==> src/hdl/assert_macros.svh <==
// Assertion helpers used by the timer queue top module.
`ifndef ASSERT_MACROS_SVH
`define ASSERT_MACROS_SVH

// Check prop on every rising clock edge, muted while reset is asserted.
`define SOTQ_ASSERT(lbl, clk, rstn, prop, msg) \
  lbl: assert property (@(posedge clk) disable iff (!(rstn)) (prop)) else $error(msg);

// Check prop on every rising clock edge, reset included.
`define SOTQ_ASSERT_ALWAYS(lbl, clk, prop, msg) \
  lbl: assert property (@(posedge clk) (prop)) else $error(msg);

`endif

==> src/hdl/sotq_pkg.sv <==
`timescale 1ns / 1ps
`default_nettype none

package sotq_pkg;

  localparam int unsigned DelayW = 32;
  localparam int unsigned TidW   = 8;
  localparam int unsigned PendW  = 5;

  localparam logic ActTick = 1'b0;
  localparam logic ActAdd  = 1'b1;

  typedef struct packed {
    logic [TidW-1:0]   tid;
    logic [DelayW-1:0] delay;
  } entry_t;

  typedef enum logic [2:0] {
    ST_IDLE,
    ST_HEAD,
    ST_TWALK,
    ST_IWALK,
    ST_IFIN,
    ST_DONE
  } state_e;

endpackage

`default_nettype wire

==> src/hdl/sotq_if.sv <==
`timescale 1ns / 1ps
`default_nettype none

interface sotq_in_if;
  logic                        valid;
  logic                        ready;
  logic                        action;
  logic [sotq_pkg::TidW-1:0]   task_id;
  logic [sotq_pkg::DelayW-1:0] delay_ticks;
  logic                        paused;

  modport source (output valid, action, task_id, delay_ticks, paused, input ready);
  modport sink   (input valid, action, task_id, delay_ticks, paused, output ready);
endinterface

interface sotq_out_if;
  logic                        valid;
  logic                        ready;
  logic                        fired;
  logic [sotq_pkg::TidW-1:0]   fired_task;
  logic                        add_accepted;
  logic [sotq_pkg::PendW-1:0]  pending_count;
  logic [sotq_pkg::DelayW-1:0] tick_total;

  modport source (output valid, fired, fired_task, add_accepted, pending_count, tick_total,
                  input ready);
  modport sink   (input valid, fired, fired_task, add_accepted, pending_count, tick_total,
                  output ready);
endinterface

`default_nettype wire

==> src/hdl/sorted_oneshot_timer_queue_top.sv <==
`timescale 1ns / 1ps
`default_nettype none
`include "assert_macros.svh"

// Sorted one-shot timer queue. Tasks (id, delay) sit in a single-port-write,
// single-port-read memory of DEPTH entries kept in ascending delay order, and a
// small sequencer walks that memory one entry per cycle through one shared
// compare/decrement path. An add moves each entry of larger delay up one slot
// and writes the new task (refused at once when full); an unpaused tick on a
// non-empty queue releases the head if due and rewrites each pending task,
// and a paused tick or one on an empty queue goes straight to its result. The
// input is not ready until the current item's result is in the output register,
// which holds it until taken while the next item is already being worked on.
module sorted_oneshot_timer_queue_top #(
  parameter int unsigned DEPTH = 16
) (
  input  wire              clk_i,
  input  wire              rst_ni,
  sotq_in_if.sink          in_i,
  sotq_out_if.source       out_o
);

  localparam int unsigned AW = (DEPTH > 1) ? $clog2(DEPTH) : 1;
  localparam int unsigned CW = $clog2(DEPTH + 1);
  localparam logic [CW-1:0] DepthC = CW'(DEPTH);
  localparam logic [CW-1:0] OneC   = CW'(1);

  sotq_pkg::state_e state_q, state_d;

  sotq_pkg::entry_t mem_q [DEPTH];
  sotq_pkg::entry_t rdata_q;
  logic             re, we;
  logic [AW-1:0]    raddr, waddr;
  sotq_pkg::entry_t wdata;

  logic [CW-1:0]              count_q, count_d;
  logic [CW-1:0]              wr_idx_q, wr_idx_d;
  logic                       off_q, off_d;
  logic [sotq_pkg::DelayW-1:0] tick_q, tick_d;
  logic [sotq_pkg::TidW-1:0]   id_q, id_d;
  logic [sotq_pkg::DelayW-1:0] delay_q, delay_d;
  logic                       fired_q, fired_d;
  logic [sotq_pkg::TidW-1:0]   ftask_q, ftask_d;
  logic                       acc_q, acc_d;

  logic                        ov_q, ov_d;
  logic                        o_fired_q, o_fired_d;
  logic [sotq_pkg::TidW-1:0]   o_ftask_q, o_ftask_d;
  logic                        o_acc_q, o_acc_d;
  logic [sotq_pkg::PendW-1:0]  o_pend_q, o_pend_d;
  logic [sotq_pkg::DelayW-1:0] o_tick_q, o_tick_d;

  logic                in_fire;
  logic                head_due;
  logic [CW-1:0]       head_cnt;
  logic [CW:0]         next_rd;

  assign in_i.ready = (state_q == sotq_pkg::ST_IDLE);
  assign in_fire    = in_i.valid && in_i.ready;
  assign head_due   = (rdata_q.delay == '0);
  assign head_cnt   = count_q - CW'(head_due);
  assign next_rd    = {1'b0, wr_idx_q} + (CW+1)'(1) + (CW+1)'(off_q);

  always_comb begin
    state_d  = state_q;
    count_d  = count_q;
    wr_idx_d = wr_idx_q;
    off_d    = off_q;
    tick_d   = tick_q;
    id_d     = id_q;
    delay_d  = delay_q;
    fired_d  = fired_q;
    ftask_d  = ftask_q;
    acc_d    = acc_q;
    re       = 1'b0;
    raddr    = '0;
    we       = 1'b0;
    waddr    = '0;
    wdata    = rdata_q;

    ov_d      = ov_q && !out_o.ready;
    o_fired_d = o_fired_q;
    o_ftask_d = o_ftask_q;
    o_acc_d   = o_acc_q;
    o_pend_d  = o_pend_q;
    o_tick_d  = o_tick_q;

    unique case (state_q)
      sotq_pkg::ST_IDLE: begin
        if (in_fire) begin
          id_d    = in_i.task_id;
          delay_d = in_i.delay_ticks;
          fired_d = 1'b0;
          ftask_d = '0;
          acc_d   = 1'b0;
          if (in_i.action == sotq_pkg::ActAdd) begin
            priority if (count_q == DepthC) begin
              state_d = sotq_pkg::ST_DONE;
            end else if (count_q == '0) begin
              wr_idx_d = '0;
              state_d  = sotq_pkg::ST_IFIN;
            end else begin
              // fetch the tail entry and walk down from the free slot
              wr_idx_d = count_q;
              re       = 1'b1;
              raddr    = AW'(count_q - OneC);
              state_d  = sotq_pkg::ST_IWALK;
            end
          end else begin
            tick_d = tick_q + 32'd1;
            if (in_i.paused || count_q == '0) begin
              state_d = sotq_pkg::ST_DONE;
            end else begin
              re      = 1'b1;
              raddr   = '0;
              state_d = sotq_pkg::ST_HEAD;
            end
          end
        end
      end

      sotq_pkg::ST_HEAD: begin
        fired_d  = head_due;
        ftask_d  = head_due ? rdata_q.tid : '0;
        off_d    = head_due;
        count_d  = head_cnt;
        wr_idx_d = '0;
        if (head_cnt == '0) begin
          state_d = sotq_pkg::ST_DONE;
        end else begin
          // skip the released head while compacting
          re      = 1'b1;
          raddr   = AW'(head_due);
          state_d = sotq_pkg::ST_TWALK;
        end
      end

      sotq_pkg::ST_TWALK: begin
        we          = 1'b1;
        waddr       = wr_idx_q[AW-1:0];
        wdata.tid   = rdata_q.tid;
        wdata.delay = head_due ? rdata_q.delay : rdata_q.delay - 32'd1;
        wr_idx_d    = wr_idx_q + OneC;
        if (wr_idx_q == count_q - OneC) begin
          state_d = sotq_pkg::ST_DONE;
        end else begin
          re    = 1'b1;
          raddr = next_rd[AW-1:0];
        end
      end

      sotq_pkg::ST_IWALK: begin
        if (rdata_q.delay > delay_q) begin
          // move the larger entry up one slot
          we       = 1'b1;
          waddr    = wr_idx_q[AW-1:0];
          wdata    = rdata_q;
          wr_idx_d = wr_idx_q - OneC;
          if (wr_idx_q == OneC) begin
            state_d = sotq_pkg::ST_IFIN;
          end else begin
            re    = 1'b1;
            raddr = AW'(wr_idx_q - CW'(2));
          end
        end else begin
          we          = 1'b1;
          waddr       = wr_idx_q[AW-1:0];
          wdata.tid   = id_q;
          wdata.delay = delay_q;
          count_d     = count_q + OneC;
          acc_d       = 1'b1;
          state_d     = sotq_pkg::ST_DONE;
        end
      end

      sotq_pkg::ST_IFIN: begin
        we          = 1'b1;
        waddr       = wr_idx_q[AW-1:0];
        wdata.tid   = id_q;
        wdata.delay = delay_q;
        count_d     = count_q + OneC;
        acc_d       = 1'b1;
        state_d     = sotq_pkg::ST_DONE;
      end

      sotq_pkg::ST_DONE: begin
        if (!ov_q || out_o.ready) begin
          ov_d      = 1'b1;
          o_fired_d = fired_q;
          o_ftask_d = ftask_q;
          o_acc_d   = acc_q;
          o_pend_d  = sotq_pkg::PendW'(count_q);
          o_tick_d  = tick_q;
          state_d   = sotq_pkg::ST_IDLE;
        end
      end

      default: state_d = sotq_pkg::ST_IDLE;
    endcase
  end

  always_ff @(posedge clk_i or negedge rst_ni) begin
    if (!rst_ni) begin
      state_q <= sotq_pkg::ST_IDLE;
      count_q <= '0;
      tick_q  <= '0;
      ov_q    <= 1'b0;
    end else begin
      state_q <= state_d;
      count_q <= count_d;
      tick_q  <= tick_d;
      ov_q    <= ov_d;
    end
  end

  always_ff @(posedge clk_i) begin
    wr_idx_q  <= wr_idx_d;
    off_q     <= off_d;
    id_q      <= id_d;
    delay_q   <= delay_d;
    fired_q   <= fired_d;
    ftask_q   <= ftask_d;
    acc_q     <= acc_d;
    o_fired_q <= o_fired_d;
    o_ftask_q <= o_ftask_d;
    o_acc_q   <= o_acc_d;
    o_pend_q  <= o_pend_d;
    o_tick_q  <= o_tick_d;
  end

  always_ff @(posedge clk_i) begin
    if (we) begin
      mem_q[waddr] <= wdata;
    end
  end

  always_ff @(posedge clk_i) begin
    if (re) begin
      rdata_q <= mem_q[raddr];
    end
  end

  assign out_o.valid         = ov_q;
  assign out_o.fired         = o_fired_q;
  assign out_o.fired_task    = o_ftask_q;
  assign out_o.add_accepted  = o_acc_q;
  assign out_o.pending_count = o_pend_q;
  assign out_o.tick_total    = o_tick_q;

  `SOTQ_ASSERT(a_count_bound, clk_i, rst_ni, count_q <= DepthC, "entry count above depth")
  `SOTQ_ASSERT(a_waddr_range, clk_i, rst_ni,
               !we || ({1'b0, waddr} < (AW+1)'(DEPTH)), "write out of range")
  `SOTQ_ASSERT(a_fire_xor_add, clk_i, rst_ni,
               !(out_o.valid && out_o.fired && out_o.add_accepted), "fired and accepted together")
  `SOTQ_ASSERT(a_load_done, clk_i, rst_ni,
               $rose(ov_q) |-> $past(state_q) == sotq_pkg::ST_DONE, "result loaded outside done")

endmodule

`default_nettype wire

==> src/flat_wrapper.sv <==
// flat-port wrapper written by rule: the top's interface ports become plain ports
module sorted_oneshot_timer_queue_top_flat 
#(
  parameter int unsigned DEPTH = 16
)
  (clk_i, rst_ni, in_i_valid, in_i_action, in_i_task_id, in_i_delay_ticks, in_i_paused, in_i_ready, out_o_valid, out_o_fired, out_o_fired_task, out_o_add_accepted, out_o_pending_count, out_o_tick_total, out_o_ready);
  sotq_in_if in_i_i ();
  sotq_out_if out_o_i ();
  input  wire clk_i;
  input  wire rst_ni;
  input wire logic [$bits(in_i_i.valid)-1:0] in_i_valid;
  input wire logic [$bits(in_i_i.action)-1:0] in_i_action;
  input wire logic [$bits(in_i_i.task_id)-1:0] in_i_task_id;
  input wire logic [$bits(in_i_i.delay_ticks)-1:0] in_i_delay_ticks;
  input wire logic [$bits(in_i_i.paused)-1:0] in_i_paused;
  output wire logic [$bits(in_i_i.ready)-1:0] in_i_ready;
  output wire logic [$bits(out_o_i.valid)-1:0] out_o_valid;
  output wire logic [$bits(out_o_i.fired)-1:0] out_o_fired;
  output wire logic [$bits(out_o_i.fired_task)-1:0] out_o_fired_task;
  output wire logic [$bits(out_o_i.add_accepted)-1:0] out_o_add_accepted;
  output wire logic [$bits(out_o_i.pending_count)-1:0] out_o_pending_count;
  output wire logic [$bits(out_o_i.tick_total)-1:0] out_o_tick_total;
  input wire logic [$bits(out_o_i.ready)-1:0] out_o_ready;
  assign in_i_i.valid = in_i_valid;
  assign in_i_i.action = in_i_action;
  assign in_i_i.task_id = in_i_task_id;
  assign in_i_i.delay_ticks = in_i_delay_ticks;
  assign in_i_i.paused = in_i_paused;
  assign in_i_ready = in_i_i.ready;
  assign out_o_valid = out_o_i.valid;
  assign out_o_fired = out_o_i.fired;
  assign out_o_fired_task = out_o_i.fired_task;
  assign out_o_add_accepted = out_o_i.add_accepted;
  assign out_o_pending_count = out_o_i.pending_count;
  assign out_o_tick_total = out_o_i.tick_total;
  assign out_o_i.ready = out_o_ready;
  sorted_oneshot_timer_queue_top #(.DEPTH(DEPTH)) u_core (.clk_i(clk_i), .rst_ni(rst_ni), .in_i(in_i_i), .out_o(out_o_i));
endmodule
==> config.mk <==
export PLATFORM = sky130hd
export DESIGN_NAME = sorted_oneshot_timer_queue_top_flat
export DESIGN_NICKNAME = d
export VERILOG_FILES = /design/src/hdl/sotq_pkg.sv /design/src/hdl/sotq_if.sv /design/src/hdl/sorted_oneshot_timer_queue_top.sv /design/src/flat_wrapper.sv
export VERILOG_INCLUDE_DIRS = /design/src /design/src/hdl
export SDC_FILE = /design/constraint.sdc
export NUM_CORES = 1
export LEC_CHECK = 0
export BUFFER_PORTS_ARGS = -buffer_cell sky130_fd_sc_hd__buf_2
export CAP_MARGIN = 20
export CORE_AREA = 2 2 277 279
export DETAILED_ROUTE_END_ITERATION = 6
export DIE_AREA = 0 0 279 281
export SLEW_MARGIN = 40
export SYNTH_ARGS = -nofsm -noshare
export SYNTH_HDL_FRONTEND = slang
export SYNTH_SLANG_ARGS = --single-unit
==> constraint.sdc <==
create_clock -name clk_i -period 6.82 [get_ports clk_i]
set_input_delay 0 -clock clk_i [delete_from_list [all_inputs] [get_ports clk_i]]
set_output_delay 0 -clock clk_i [all_outputs]
set_load 0.02 [all_outputs]
[After elaboration in Yosys (flattened, before gate mapping)]
Memories as Yosys holds them, arrays and structs flattened. A register that Yosys moved wholly into a read port is not among the register bits.
Cells that the tools add are included.
Word-level totals
  bits in writable memories: 640
  bits in registers: 144
  memories: 1
  ROM bits: 0
  logic and storage cells: 122
  output and inout bits: 49
  bits in latches: 0
Memory list
  u_core.mem_q: words 16, width 40, read ports 1, clocked after Yosys merged registers in 1, write ports 1, RTL line sorted_oneshot_timer_queue_top.sv:30  | sotq_pkg::entry_t mem_q [DEPTH];
Operators by class
  order comparisons: 1
  div/mod/pow operators: 0
  $add $sub $neg: 10
  shift-type cells: 0
  reduce and logical (&&, ||, !) cells: 23
  equality and inequality tests: 16
  multiply operators: 0
  multiplexer cells: 54
  bitwise logic cells: 1
Operators with widths (count)
  40-bit case mux with 3 select lines: 1
  40-bit 2-to-1 mux: 1
  32-bit by 1-bit adder with 32-bit output, second input constant: 1
  32-bit > comparator: 1
  32-bit zero test: 1
  32-bit 2-to-1 mux: 1
  4-bit 2-to-1 mux: 8
  32-bit by 1-bit subtractor with 32-bit output, second input constant: 1
  3-bit 2-to-1 mux: 10
  5-bit 2-to-1 mux: 6
  5-bit case mux with 4 select lines: 1
  3-bit case mux with 6 select lines: 1
  1-bit 2-to-1 mux: 17
  8-bit 2-to-1 mux: 2
  4-bit case mux with 4 select lines: 1
  8-bit case mux with 2 select lines: 1
  5-bit case mux with 3 select lines: 1
  5-bit by 1-bit adder with 5-bit output, second input constant: 2
  5-bit zero test: 2
  5-bit by 1-bit subtractor with 5-bit output, second input constant: 2
  2-bit inequality test, second input constant: 4
  2-bit AND reduction: 4
  3-bit by 2-bit == test with 1-bit output, second input constant: 2
  3-bit == test, second input constant: 2
  other kinds (25): 32

[Logic depth before layout (Yosys ltp)]
Gate-level depths: netlist of the first run.
  depth in word-level cells: 6
  mapped depth: 19

[Worst setup path before layout of the first run]
No wires, ideal clock.
  path kind: reg2reg
  start point: register u_core.state_q[1]
  end point: memory u_core.mem_q[6][0] (netlist bit), enable pin
  data required time: 6283 ps
  data arrival time: 5032 ps
  cell stages (with the launch flop): 6
  library setup time: 537 ps
  path slack: 1251 ps
  path through: dfrtp_1 > buf_2 > nor2_1 > a21oi_1 > clkbuf_1 > nor4_1
Between the ends
  word-level cells in the longest chain between the ends: 5
  elaborated cells on any way between the ends: 8
  classes of those cells: eq/ne: 3; mux: 4; reduce/logical: 1
Ends and longest elaborated chain
  from (decl): RTL line sorted_oneshot_timer_queue_top.sv:28  | sotq_pkg::state_e state_q, state_d;
  from (signal assigned): RTL line sorted_oneshot_timer_queue_top.sv:204  | state_q <= sotq_pkg::ST_IDLE;
  from (signal assigned): RTL line sorted_oneshot_timer_queue_top.sv:209  | state_q <= state_d;
  3-bit == test / 3-bit by 2-bit == test with 1-bit output (equally long branches): RTL line sorted_oneshot_timer_queue_top.sv:88  | unique case (state_q)
  3-bit OR reduction (no source line) (*)
  1-bit 2-to-1 mux
  1-bit 2-to-1 mux: RTL line sorted_oneshot_timer_queue_top.sv:232  | if (we) begin
  1-bit 2-to-1 mux (implied by the code): RTL line sorted_oneshot_timer_queue_top.sv:233  | mem_q[waddr] <= wdata;
  to (decl): RTL line sorted_oneshot_timer_queue_top.sv:30
Every way passes the cells marked *; elsewhere a longest branch is shown, timed or not.

[Worst setup path after layout of the first run]
  start point: register u_core.rdata_q[12] (netlist name)
  end point: register u_core.rdata_q[28] (netlist name)
Between the ends
  word-level cells in the longest chain between the ends: 5
  elaborated cells on any way between the ends: 10
  classes of those cells: add/sub: 1; order compare: 1; mux: 6; reduce/logical: 2
Ends and longest elaborated chain
  32-bit zero test (*): RTL line sorted_oneshot_timer_queue_top.sv:60  | assign head_due = (rdata_q.delay == '0);
  via u_core.head_due: RTL line sorted_oneshot_timer_queue_top.sv:54  | logic head_due;
  5-bit by 1-bit subtractor with 5-bit output: RTL line sorted_oneshot_timer_queue_top.sv:61  | assign head_cnt = count_q - CW'(head_due);
  5-bit zero test: RTL line sorted_oneshot_timer_queue_top.sv:128  | if (head_cnt == '0) begin
  1-bit 2-to-1 mux: RTL line sorted_oneshot_timer_queue_top.sv:128
  4-bit case mux with 4 select lines / 1-bit case mux with 4 select lines (equally long branches): RTL line sorted_oneshot_timer_queue_top.sv:88
The timed path passes the listed nets; every way through them passes the cells marked *.
A chain may end at the register's enable or synchronous reset.

==> results of run 1 <==
-- layout by cell type, fill, tap and decap left out, types with 9 or more instances in the layout --
cell / count
a21boi_0: 42
inv_1: 53
a32oi_1: 42
clkbuf_1: 14
edfxtp_1: 783
dfrtp_1: 41
buf_4: 63
clkinv_2: 18
a21oi_1: 50
and3_1: 13
nor2_1: 43
nand3_1: 40
bufinv_16: 11
and2_1: 9
a211oi_2: 40
a22oi_1: 10
a211o_1: 40
clkinv_1: 16
o21ai_0: 60
ha_1: 46
nor3_1: 16
xnor2_1: 35
mux2i_1: 240
clkbuf_16: 86
nand4_1: 14
buf_2: 95
dlygate4sd3_1: 45
o211ai_1: 15
nor2_4: 11
buf_12: 10
o22ai_1: 122
xor2_1: 14
nand2_1: 158
-- state kept, by name, summed over array words and instances, names as in the netlist, 8 cells and up --
| register | count |
|---|---|
| u_core.out_o.fired_task | 8 |
| u_core.id_q | 8 |
| u_core.tick_q | 32 |
| u_core.delay_q | 32 |
| u_core.out_o.tick_total | 32 |
| u_core.rdata_q | 40 |
| u_core.mem_q | 640 |
| u_core.ftask_q | 8 |
-- cells by family after synthesis --
family / synth area share
compound gates: 0.0996
xor+xnor: 0.0141
fa+ha+maj: 0.0170
buf+inv: 0.0212
flops: 0.727
mux: 0.0715
simple gates: 0.0501
-- worst min path at each step --
stage | start | end | cells after the start
final | in_i_delay_ticks[24] | u_core.delay_q[24]$_DFFE_PP_ | 2
after global routing | in_i_delay_ticks[22] | u_core.delay_q[22]$_DFFE_PP_ | 2
after CTS | in_i_delay_ticks[24] | u_core.delay_q[24]$_DFFE_PP_ | 2
after detailed placement | rst_ni | u_core.tick_q[8]$_DFFE_PN0P_ | 1
after global placement | rst_ni | u_core.tick_q[4]$_DFFE_PN0P_ | 1
after floorplan | rst_ni | u_core.count_q[0]$_DFFE_PN0P_ | 0
-- power groups by stage --
stage | Sequential [uW] | Clock (uW) | Combinational, uW
after global routing | 8180 | 5000 | 6350
after CTS | 8100 | 4800 | 5870
after floorplan | 8080 | 0 | 3680
after detailed placement | 8200 | 0 | 5820
after global placement | 8180 | 0 | 5610
final | 8110 | 4720 | 5900
-- area by class of cell --
| cell class | count | area share |
|---|---|---|
| sequential | 824 | 0.625 |
| multi-input combinational | 1158 | 0.222 |
| clock buffer | 102 | 0.0568 |
| timing repair buffer | 218 | 0.0435 |
| tap | 978 | 0.0312 |
| clock inverter | 57 | 0.0161 |
| inverter | 55 | 0.00526 |
-- what timing repair did --
| action | CTS | global route |
|---|---|---|
| gates resized for setup | 0 | 0 |
| hold buffers | 46 | 0 |
| hold endpoints to repair | 90 | 0 |
-- layer usage --
metal  GRT usage  up-vias
met5           0        -
met3      0.0335      135
met4      0.0624        4
li1            -     8859
met1       0.313    10300
met2       0.365      882
-- through the flow --
stage                     cells  total power (uW)  instance area (um^2)  setup slack (ns)
after floorplan            2147             11800                 33800              1.25
after global placement     3178             13800                 35800              1.14
after detailed placement   3187             14000                 35900              1.03
after CTS                  3392             18800                 39300              1.01
after global routing       3392             19500                 39300             0.574
final                      3392             18700                 39300             0.902
==> run metrics, run 1 <==
Final Core Density=0.521; Worst Tran Pin Value=between 0.8 and 0.9 ns; largest net degree at the start of global routing=102; worst flop-to-flop path endpoint=u_core.rdata_q[28]$_DFFE_PP_; post-DP HPWL=51400 um; critical path depth=18; CP Cell Sequence=nor4_1, nand2_1, nor3_2, nand2_1, inv_1, ha_1, ha_1, nand3b_1, o21ai_0, a21oi_1, nand3_1, o211a_2, buf_4, nand2_1, nand3_2, buf_12, o22ai_1, a211o_1; CP most frequent cell=nand2_1; Reg area=24500 um^2; Most used DFF post-synth=edfxtp_1; CTS buffer count=85; Worst IR Drop VDD=0.415 mV; via count=20100; relative slew slack=0.402; initial drt markers=2186; Worst Reg-to-Reg Cells=18; clock-pin slew on the worst setup and hold paths=around 0.06 ns; Syn Nets=2239; die area=78400 um^2; critical path peak fanout=41; Metal-1 WL=around 38000 um; DR WL/cell=25.9 um; Comb pwr share=0.315; multi-input logic area=8730 um^2; number of global-route vias before repair=19700; Psw=around 6400 uW; initial antenna violation count=2; CP delay by family, top=simple AND/OR/NAND/NOR gates; total track usage=0.224; largest cells by area after synthesis=edfxtp_1 (70%), mux2i_1 (7.1%), dfrtp_1 (3.0%); Hold WS=0.0616 ns; metal3 WL=6390 um; Crit path largest cell delay=roughly 0.76 ns; Worst Path Buf+Inv=3; status=finished clean; Peak Freq=169 MHz; max-slew violation count=0; H-tree levels=3; RR Startpoint=u_core.rdata_q[12]$_DFFE_PP_; post-synth top area share=0.696; GPL Wtd Cong=just under 0.9; Residual DRC=0; Net Sw Frac=0.344; antenna diode count=0; Final min period=5.92 ns; Die Y=281 um; Root Driver=clkbuf_16; endpoints failing setup=0; Port Buffer Count=94; synthesis-to-finish area growth=16.3%; Critical Path Start Type=flop; postcts setup bufs=0; Worst Setup EP=u_core.rdata_q[28]$_DFFE_PP_; number of synthesized register bits=824; first-pass GRT wire length=130000 um; Clk pwr share=0.252; area leader, netlist=edfxtp_1; TritonCTS Sinks=approximately 800; Final Hold Vio Count=0; Vias/cell=about 5.9; internal power=12300 uW; Initial DRT Pass Iterations=5; CP arrival=6.30 ns; maximum clock path buffer count=3; final WL=a little under 90000 um; gr ovfl total=0; count leader, synth=edfxtp_1; Initial Util=0.448; setup tns final=0 ns; core area=75400 um^2; sequential area share after synthesis=0.727; Hold Crit Class=input port to flop; filler instances=just over 6000; clk_skew=0.0415 ns; Reg power frac=0.433; Netlist cell types=67; CP max stage cell=nor4_1; RSZ-0062 raised after global routing=false; Post-synth EDFFs=783; Setup crit start=u_core.rdata_q[12]$_DFFE_PP_; Reg2Reg Setup Slack=0.90 ns; DR top layer=met5; Ys Warns=0; Leakage=0.0135 uW; clk_lat worst skew=0.65 ns; synth cell count leaders=edfxtp_1 (783), mux2i_1 (240), nand2_1 (158), o22ai_1 (122), clkbuf_1 (64); mean cell area of the mapped netlist=approximately 16 um^2; met2 wire length=41500 um; Row Count=slightly above 100; CTS tree=built; Post-Syn Instances=roughly 2100; io pins=95; share of layout cells above drive strength 1=0.160; post-synthesis cell area=33800 um^2; WP data required=7.20 ns; fin nets=2434; Routed Antenna Nets=0; kind of critical path=flop to flop; total power per unit cell area=477 nW/um^2; CP Capture Type=flop; FFs w/ async S/R, synth=0.0498; die width=279 um; Max Cap Violations=0; period utilization=0.868
Power figures use the tool's default switching activity.
==> run 2, diff against run 1 <==
--- a/config.mk
+++ b/config.mk
@@ -11,6 +11,7 @@
 export CORE_AREA = 2 2 277 279
 export DETAILED_ROUTE_END_ITERATION = 6
 export DIE_AREA = 0 0 279 281
+export REMOVE_ABC_BUFFERS = 1
 export SLEW_MARGIN = 40
 export SYNTH_ARGS = -nofsm -noshare
 export SYNTH_HDL_FRONTEND = slang
==> run 2 against run 1 <==
Against the previous run: final cell count decreased by 0.21%; worst hold slack improved by 0.0030 ns; first-iteration DRC count shrank 17%; register-to-register slack worse by 0.03 ns; power down 1.6%; critical path type unchanged; clock skew grew 0.0036 ns; combinational power down 2%; worst setup slack got worse by 0.030 ns; routed wire length hardly changed; critical path depth up 1; non-clock buffer count down 1.
==> run metrics, run 2 (synthesized netlist as in run 1, its figures left out) <==
status=finished clean; H-tree levels=3 (unchanged); CP Capture Type=flop; synthesis-to-finish area growth=15.6%; Worst Tran Pin Value=0.925 ns (+0.0325 ns); critical path depth=19 (+1); initial drt markers=1805 (-17%); gr ovfl total=0 (unchanged); clk_lat worst skew=0.65 ns (about the same); clock-pin slew on the worst setup and hold paths=0.06 ns (about the same); die area=78400 um^2 (unchanged); Largest register FFs=640 (unchanged); Crit path largest cell delay=0.59 ns (-0.17 ns); Worst Reg-to-Reg Cells=19 (+1); maximum clock path buffer count=3 (unchanged); filler instances=6133 (+0.46%); via count=20000 (-0.61%); Vias/cell=5.91 (-0.40%); setup tns final=0 ns (unchanged); Peak Freq=168 MHz (-0.50%); WP data required=7.20 ns (about the same); CTS buffer count=86 (+1.2%); Row Count=101 (unchanged); Initial Util=0.448 (unchanged); RR Startpoint=u_core.rdata_q[4]$_DFFE_PP_; CP Cell Sequence=or4_4, nor4_4, nor4b_4, nand2_1, buf_4, inv_1, ha_1, ha_1, nand3b_1, o21ai_0, a21oi_1, nand3_1, o211a_2, buf_4, nand2_1, nor2_4, buf_12, a32oi_1, a211o_1; Die Y=281 um (unchanged); Worst IR Drop VDD=0.285 mV (-31%); io pins=95 (unchanged); Root Driver=clkbuf_16; initial antenna violation count=1 (-1); final total power=18400 uW (-1.6%); most frequent cells in the layout=edfxtp_1 (783), mux2i_1 (240), nand2_1 (158), o22ai_1 (122), buf_2 (101); endpoints failing setup=0 (unchanged); commonest non-fill, non-tap cell in the layout=edfxtp_1; core area=75400 um^2 (unchanged); WHS Path Cells=2 (unchanged); postcts setup bufs=0 (unchanged); hold path start=in_i_task_id[4]; clk_skew=0.0451 ns (+0.00360 ns); DR WL/cell=25.9 um (+0.15%); critical path peak fanout=26 (-37%); CP arrival=6.33 ns (+0.03 ns); largest net degree at the start of global routing=109 (+6.9%); kind of critical path=flop to flop; dpl cells=3186 (-0.031%); register with the most flip-flops=u_core.mem_q; Final min period=5.95 ns (+0.0299 ns); Max Cap Violations=0 (unchanged); Hold WS=0.0646 ns (+0.00303 ns); total track usage=0.224 (about the same); Largest regs=u_core.mem_q: 640 flops, u_core.rdata_q: 40 flops; CTS tree=built; Final Hold Vio Count=0 (unchanged); Routed Antenna Nets=0 (unchanged); TritonCTS Sinks=824 (unchanged); period utilization=0.872 (+0.00439); Reg2Reg Setup Slack=0.87 ns (-0.03 ns); Hold Crit Class=input port to flop; Worst Path Buf+Inv=4 (+1); Initial DRT Pass Iterations=7 (+2); worst flop-to-flop path endpoint=u_core.rdata_q[21]$_DFFE_PP_; number of global-route vias before repair=19900 (+1.1%); relative slew slack=0.383 (-0.0181); Final Non-Filler Cells=3385 (-0.21%); antenna diode count=0 (unchanged); GPL Wtd Cong=0.866 (-2.0%); post-DP HPWL=51800 um (+0.66%); die width=279 um (unchanged); max-slew violation count=0 (unchanged); first-pass GRT wire length=129000 um (-0.11%); Endpoint, Worst Hold=u_core.id_q[4]$_DFFE_PP_; Port Buffer Count=94 (unchanged); Critical Path Start Type=flop; share of layout cells above drive strength 1=0.157 (-0.00244); final WL=87800 um (about the same); Residual DRC=0 (unchanged); CP delay by family, top=simple AND/OR/NAND/NOR gates; fin nets=2434 (unchanged); Final Core Density=0.518 (-0.00290); CP max stage cell=or4_4; RSZ-0062 raised after global routing=false; total power per unit cell area=472 nW/um^2 (-1.0%); Leakage=0.0134 uW (-0.75%)
## run 2: cell types whose count changed in the layout (fill, tap and decap cells not counted), moves of 4 or more
cell	previous run	this run
bufinv_16	11	4
buf_2	95	101
clkinv_2	18	13
buf_12	10	6
buf_4	63	59
clkbuf_1	14	18
clkbuf_8	2	6
## run 2: metrics by stage
stage / setup WS, ns / cell area, um^2
2_1_floorplan: -15.10 / 33300
3_3_place_gp: 1.11 / 35700
3_5_place_dp: 1.02 / 35900
4_1_cts: 1.01 / 39000
5_1_grt: 0.538 / 39100
6_report: 0.872 / 39100
## run 2: what timing repair did
| item | 4_1_cts | 5_1_grt |
|---|---|---|
| hold buffers | 46 | 0 |
| endpoints found under the hold margin | 112 | 0 |
| gates resized for setup | 0 | 0 |
## run 2: where the power goes
part | internal, uW | leakage (uW) | switching (uW)
Clock | 2560 | 0.00132 | 1930
Combinational | 1860 | 0.00436 | 3930
Sequential | 7610 | 0.00770 | 538
## run 2: how the worst max path moves through the flow
stage                                 start                           end  slack, ns
4_1_cts         u_core.rdata_q[4]$_DFFE_PP_  u_core.rdata_q[21]$_DFFE_PP_       1.01
6_report        u_core.rdata_q[4]$_DFFE_PP_  u_core.rdata_q[21]$_DFFE_PP_       0.87
3_3_place_gp    u_core.rdata_q[4]$_DFFE_PP_   u_core.rdata_q[5]$_DFFE_PP_       1.11
5_1_grt         u_core.rdata_q[4]$_DFFE_PP_  u_core.rdata_q[21]$_DFFE_PP_       0.54
2_1_floorplan  u_core.rdata_q[30]$_DFFE_PP_   u_core.rdata_q[0]$_DFFE_PP_     -15.10
3_5_place_dp    u_core.rdata_q[4]$_DFFE_PP_   u_core.rdata_q[5]$_DFFE_PP_       1.02
## run 2: final cells by class
type                    instances  area, um^2  area share
clock buffers                 111        2330      0.0596
clock inverters                42         364     0.00932
inverters                      55         206     0.00529
multi-input cells            1158        8750       0.224
flip-flops and latches        824       24500       0.628
well taps                     978        1220      0.0313
repair buffers                217        1640      0.0421
## run 2: per-layer routing
metal / routed length (um) / up-vias / track usage
met5: 0 / - / 0
met4: 2030 / 0 / 0.0615
met3: 5680 / 151 / 0.0392
met2: 41000 / 774 / 0.361
met1: 39100 / 10200 / 0.314
li1: - / 8856 / -
## run 2: worst register-to-register path: stages (launching register included)
cell	delay, ns
edfxtp_1	0.50
or4_4	0.59
nor4_4	0.28
nor4b_4	0.39
nand2_1	0.12
buf_4	0.19
inv_1	0.08
ha_1	0.19
ha_1	0.22
nand3b_1	0.12
o21ai_0	0.17
a21oi_1	0.14
nand3_1	0.17
o211a_2	0.52
buf_4	0.42
nand2_1	0.22
nor2_4	0.59
buf_12	0.33
a32oi_1	0.14
a211o_1	0.32
==> run 3, diff against run 2 <==
--- a/config.mk
+++ b/config.mk
@@ -8,10 +8,12 @@
 export LEC_CHECK = 0
 export BUFFER_PORTS_ARGS = -buffer_cell sky130_fd_sc_hd__buf_2
 export CAP_MARGIN = 20
+export CELL_PAD_IN_SITES_DETAIL_PLACEMENT = 0
+export CELL_PAD_IN_SITES_GLOBAL_PLACEMENT = 1
 export CORE_AREA = 2 2 277 279
 export DETAILED_ROUTE_END_ITERATION = 6
 export DIE_AREA = 0 0 279 281
-export REMOVE_ABC_BUFFERS = 1
+export PLACE_DENSITY_LB_ADDON = 0.1
 export SLEW_MARGIN = 40
 export SYNTH_ARGS = -nofsm -noshare
 export SYNTH_HDL_FRONTEND = slang
==> run 3 against run 2 <==
Against the previous run: global-route usage up 0.80 points; sequential share of layout area down 0.51 points; clock-buffer cell count down 2; first-iteration DRC count down 9.7%; highest routed layer unchanged; sequential power about the same.
==> run metrics, run 3 (synthesized netlist as in run 1, its figures left out) <==
status=finished clean; gr ovfl total=0 (unchanged); CP max stage cell=nor4_1; CP arrival=5.82 ns (-0.51 ns); io pins=95 (unchanged); die area=78400 um^2 (unchanged); Psw=6460 uW (+1.1%); setup tns final=0 ns (unchanged); Net Sw Frac=0.345 (-0.00218); WHS Path Cells=2 (unchanged); RSZ-0062 raised after global routing=false; WP data required=7.20 ns (about the same); worst flop-to-flop path endpoint=u_core.rdata_q[17]$_DFFE_PP_; die width=279 um (unchanged); total track usage=0.232 (+0.00798); first-pass GRT wire length=133000 um (+3.2%); via count=19800 (-1.1%); maximum clock path buffer count=3 (unchanged); Initial Util=0.448 (unchanged); final WL=90100 um (+2.6%); TritonCTS Sinks=824 (unchanged); DR WL/cell=26.5 um (+2.3%); Worst Tran Pin Value=0.909 ns (-0.0163 ns); largest net degree at the start of global routing=110 (+0.92%); Die Y=281 um (unchanged); Residual DRC=0 (unchanged); kind of critical path=flop to flop; final total power=18700 uW (+1.7%); Final Hold Vio Count=0 (unchanged); H-tree levels=3 (unchanged); Largest register FFs=640 (unchanged); CP delay by family, top=simple AND/OR/NAND/NOR gates; Initial DRT Pass Iterations=5 (-2); Clk pwr share=0.251 (+0.007); most frequent cells in the layout=edfxtp_1 (783), mux2i_1 (240), nand2_1 (158), o22ai_1 (122), buf_2 (94); initial antenna violation count=0 (-1); critical path peak fanout=27 (+3.8%); CTS buffer count=90 (+4.7%); Port Buffer Count=94 (unchanged); commonest non-fill, non-tap cell in the layout=edfxtp_1; Critical Path Start Type=flop; relative slew slack=0.394 (+0.0108); Worst Path Buf+Inv=3 (-1); Worst Reg-to-Reg Cells=18 (-1); clk_lat worst skew=0.64 ns (about the same); Reg2Reg Setup Slack=1.38 ns (+0.51 ns); CP Capture Type=flop; number of global-route vias before repair=19900 (-0.045%); CP Cell Sequence=nor4_1, nand2_1, nor3_2, nand2_1, inv_1, ha_1, ha_1, nand3b_1, o21ai_0, a21oi_1, nand3_1, o211a_2, and2_4, buf_4, nand3_2, buf_4, o22ai_1, a211o_1; clk_skew=0.0282 ns (-0.0169 ns); period utilization=0.798 (-0.0745); post-DP HPWL=53500 um (+3.5%); Peak Freq=184 MHz (+9.3%); Crit path largest cell delay=0.76 ns (+0.17 ns); Endpoint, Worst Hold=u_core.delay_q[25]$_DFFE_PP_; Hold Crit Class=input port to flop; hold path start=in_i_delay_ticks[25]; Row Count=101 (unchanged); Vias/cell=5.83 (-1.4%); Leakage=0.0135 uW (+1.2%); clock-pin slew on the worst setup and hold paths=0.06 ns (about the same); Reg power frac=0.434 (-0.008); fin nets=2446 (+0.49%); Worst IR Drop VDD=0.281 mV (-1.4%); core area=75400 um^2 (unchanged); Comb pwr share=0.315 (about the same); total power per unit cell area=476 nW/um^2 (+0.89%); Max Cap Violations=0 (unchanged); cts repair resizes=0 (unchanged); RR Startpoint=u_core.rdata_q[12]$_DFFE_PP_; register with the most flip-flops=u_core.mem_q; share of layout cells above drive strength 1=0.163 (+0.00549); max-slew violation count=0 (unchanged); endpoints failing setup=0 (unchanged); Final min period=5.44 ns (-0.508 ns); internal power=12300 uW (+2.1%); Hold WS=0.0679 ns (+0.00325 ns); antenna diode count=0 (unchanged); initial drt markers=1630 (-9.7%); CTS tree=built; Root Driver=clkbuf_16; synthesis-to-finish area growth=16.6%; GPL Wtd Cong=0.861 (-0.61%); Largest regs=u_core.mem_q: 640 flops, u_core.rdata_q: 40 flops; Routed Antenna Nets=0 (unchanged)
run 3: cell count changes in the layout (fill, tap and decap cells not counted), sizes merged:
cell / previous run / this run
buf: 172 / 180
bufinv: 4 / 8
clkbuf: 111 / 109
inv: 59 / 61
clkinv: 33 / 32
run 3: worst register-to-register path, stage by stage, from the launching register on:
cell and delay, ns:
edfxtp_1 0.49, nor4_1 0.76, nand2_1 0.33, nor3_2 0.37, nand2_1 0.12, inv_1 0.11, ha_1 0.20, ha_1 0.26
nand3b_1 0.14, o21ai_0 0.10, a21oi_1 0.29, nand3_1 0.13, o211a_2 0.28, and2_4 0.27, buf_4 0.31, nand3_2 0.15
buf_4 0.43, o22ai_1 0.20, a211o_1 0.27
run 3: how the worst max path moves through the flow:
stage / start / to / slack (ns) / cells after the start
floorplan: u_core.state_q[1]$_DFFE_PN0P_ / u_core.mem_q[6][0]$_DFFE_PP_ / 1.25 / 5
global placement: u_core.rdata_q[29]$_DFFE_PP_ / u_core.rdata_q[12]$_DFFE_PP_ / 1.56 / 11
detailed placement: u_core.rdata_q[12]$_DFFE_PP_ / u_core.rdata_q[17]$_DFFE_PP_ / 1.51 / 18
CTS: u_core.rdata_q[12]$_DFFE_PP_ / u_core.rdata_q[17]$_DFFE_PP_ / 1.49 / 18
global route: u_core.rdata_q[12]$_DFFE_PP_ / u_core.rdata_q[6]$_DFFE_PP_ / 1.12 / 18
finish: u_core.rdata_q[12]$_DFFE_PP_ / u_core.rdata_q[17]$_DFFE_PP_ / 1.38 / 18
run 3: timing repair:
item,CTS,global route
endpoints found under the hold margin,95,0
hold buffers,46,0
setup buffers,0,0
run 3: layer usage:
metal,up-vias,global-route usage,part of all wire
met4,0,0.0707,0.027
met1,10200,0.320,0.45
met2,604,0.381,0.48
met3,150,0.0329,0.050
met5,-,0,0
li1,8875,-,-
run 3: power groups by stage:
| stage | combinational [uW] | clock, uW | sequential, uW |
|---|---|---|---|
| global route | 6440 | 4990 | 8210 |
| detailed placement | 5880 | 0 | 8220 |
| finish | 5910 | 4700 | 8140 |
| CTS | 5920 | 4800 | 8120 |
| floorplan | 3680 | 0 | 8080 |
| global placement | 5700 | 0 | 8210 |
run 3: metrics by stage:
step / setup WS, ns / util / std cells / instance area [um^2]
3_3_place_gp: 1.56 / 0.474 / 3182 / 35800
2_1_floorplan: 1.25 / - / 2147 / 33800
6_report: 1.38 / 0.522 / 3396 / 39400
4_1_cts: 1.49 / 0.521 / 3395 / 39300
3_5_place_dp: 1.51 / 0.478 / 3193 / 36000
5_1_grt: 1.12 / 0.522 / 3396 / 39400
run 3: final cells by class:
type	count	area [um^2]
clock buffer	109	2350
clock inverter	47	478
fill	6179	36100
inverter	55	206
multi-input combinational	1158	8740
sequential	824	24500
tap	978	1220
timing repair buffer	225	1830
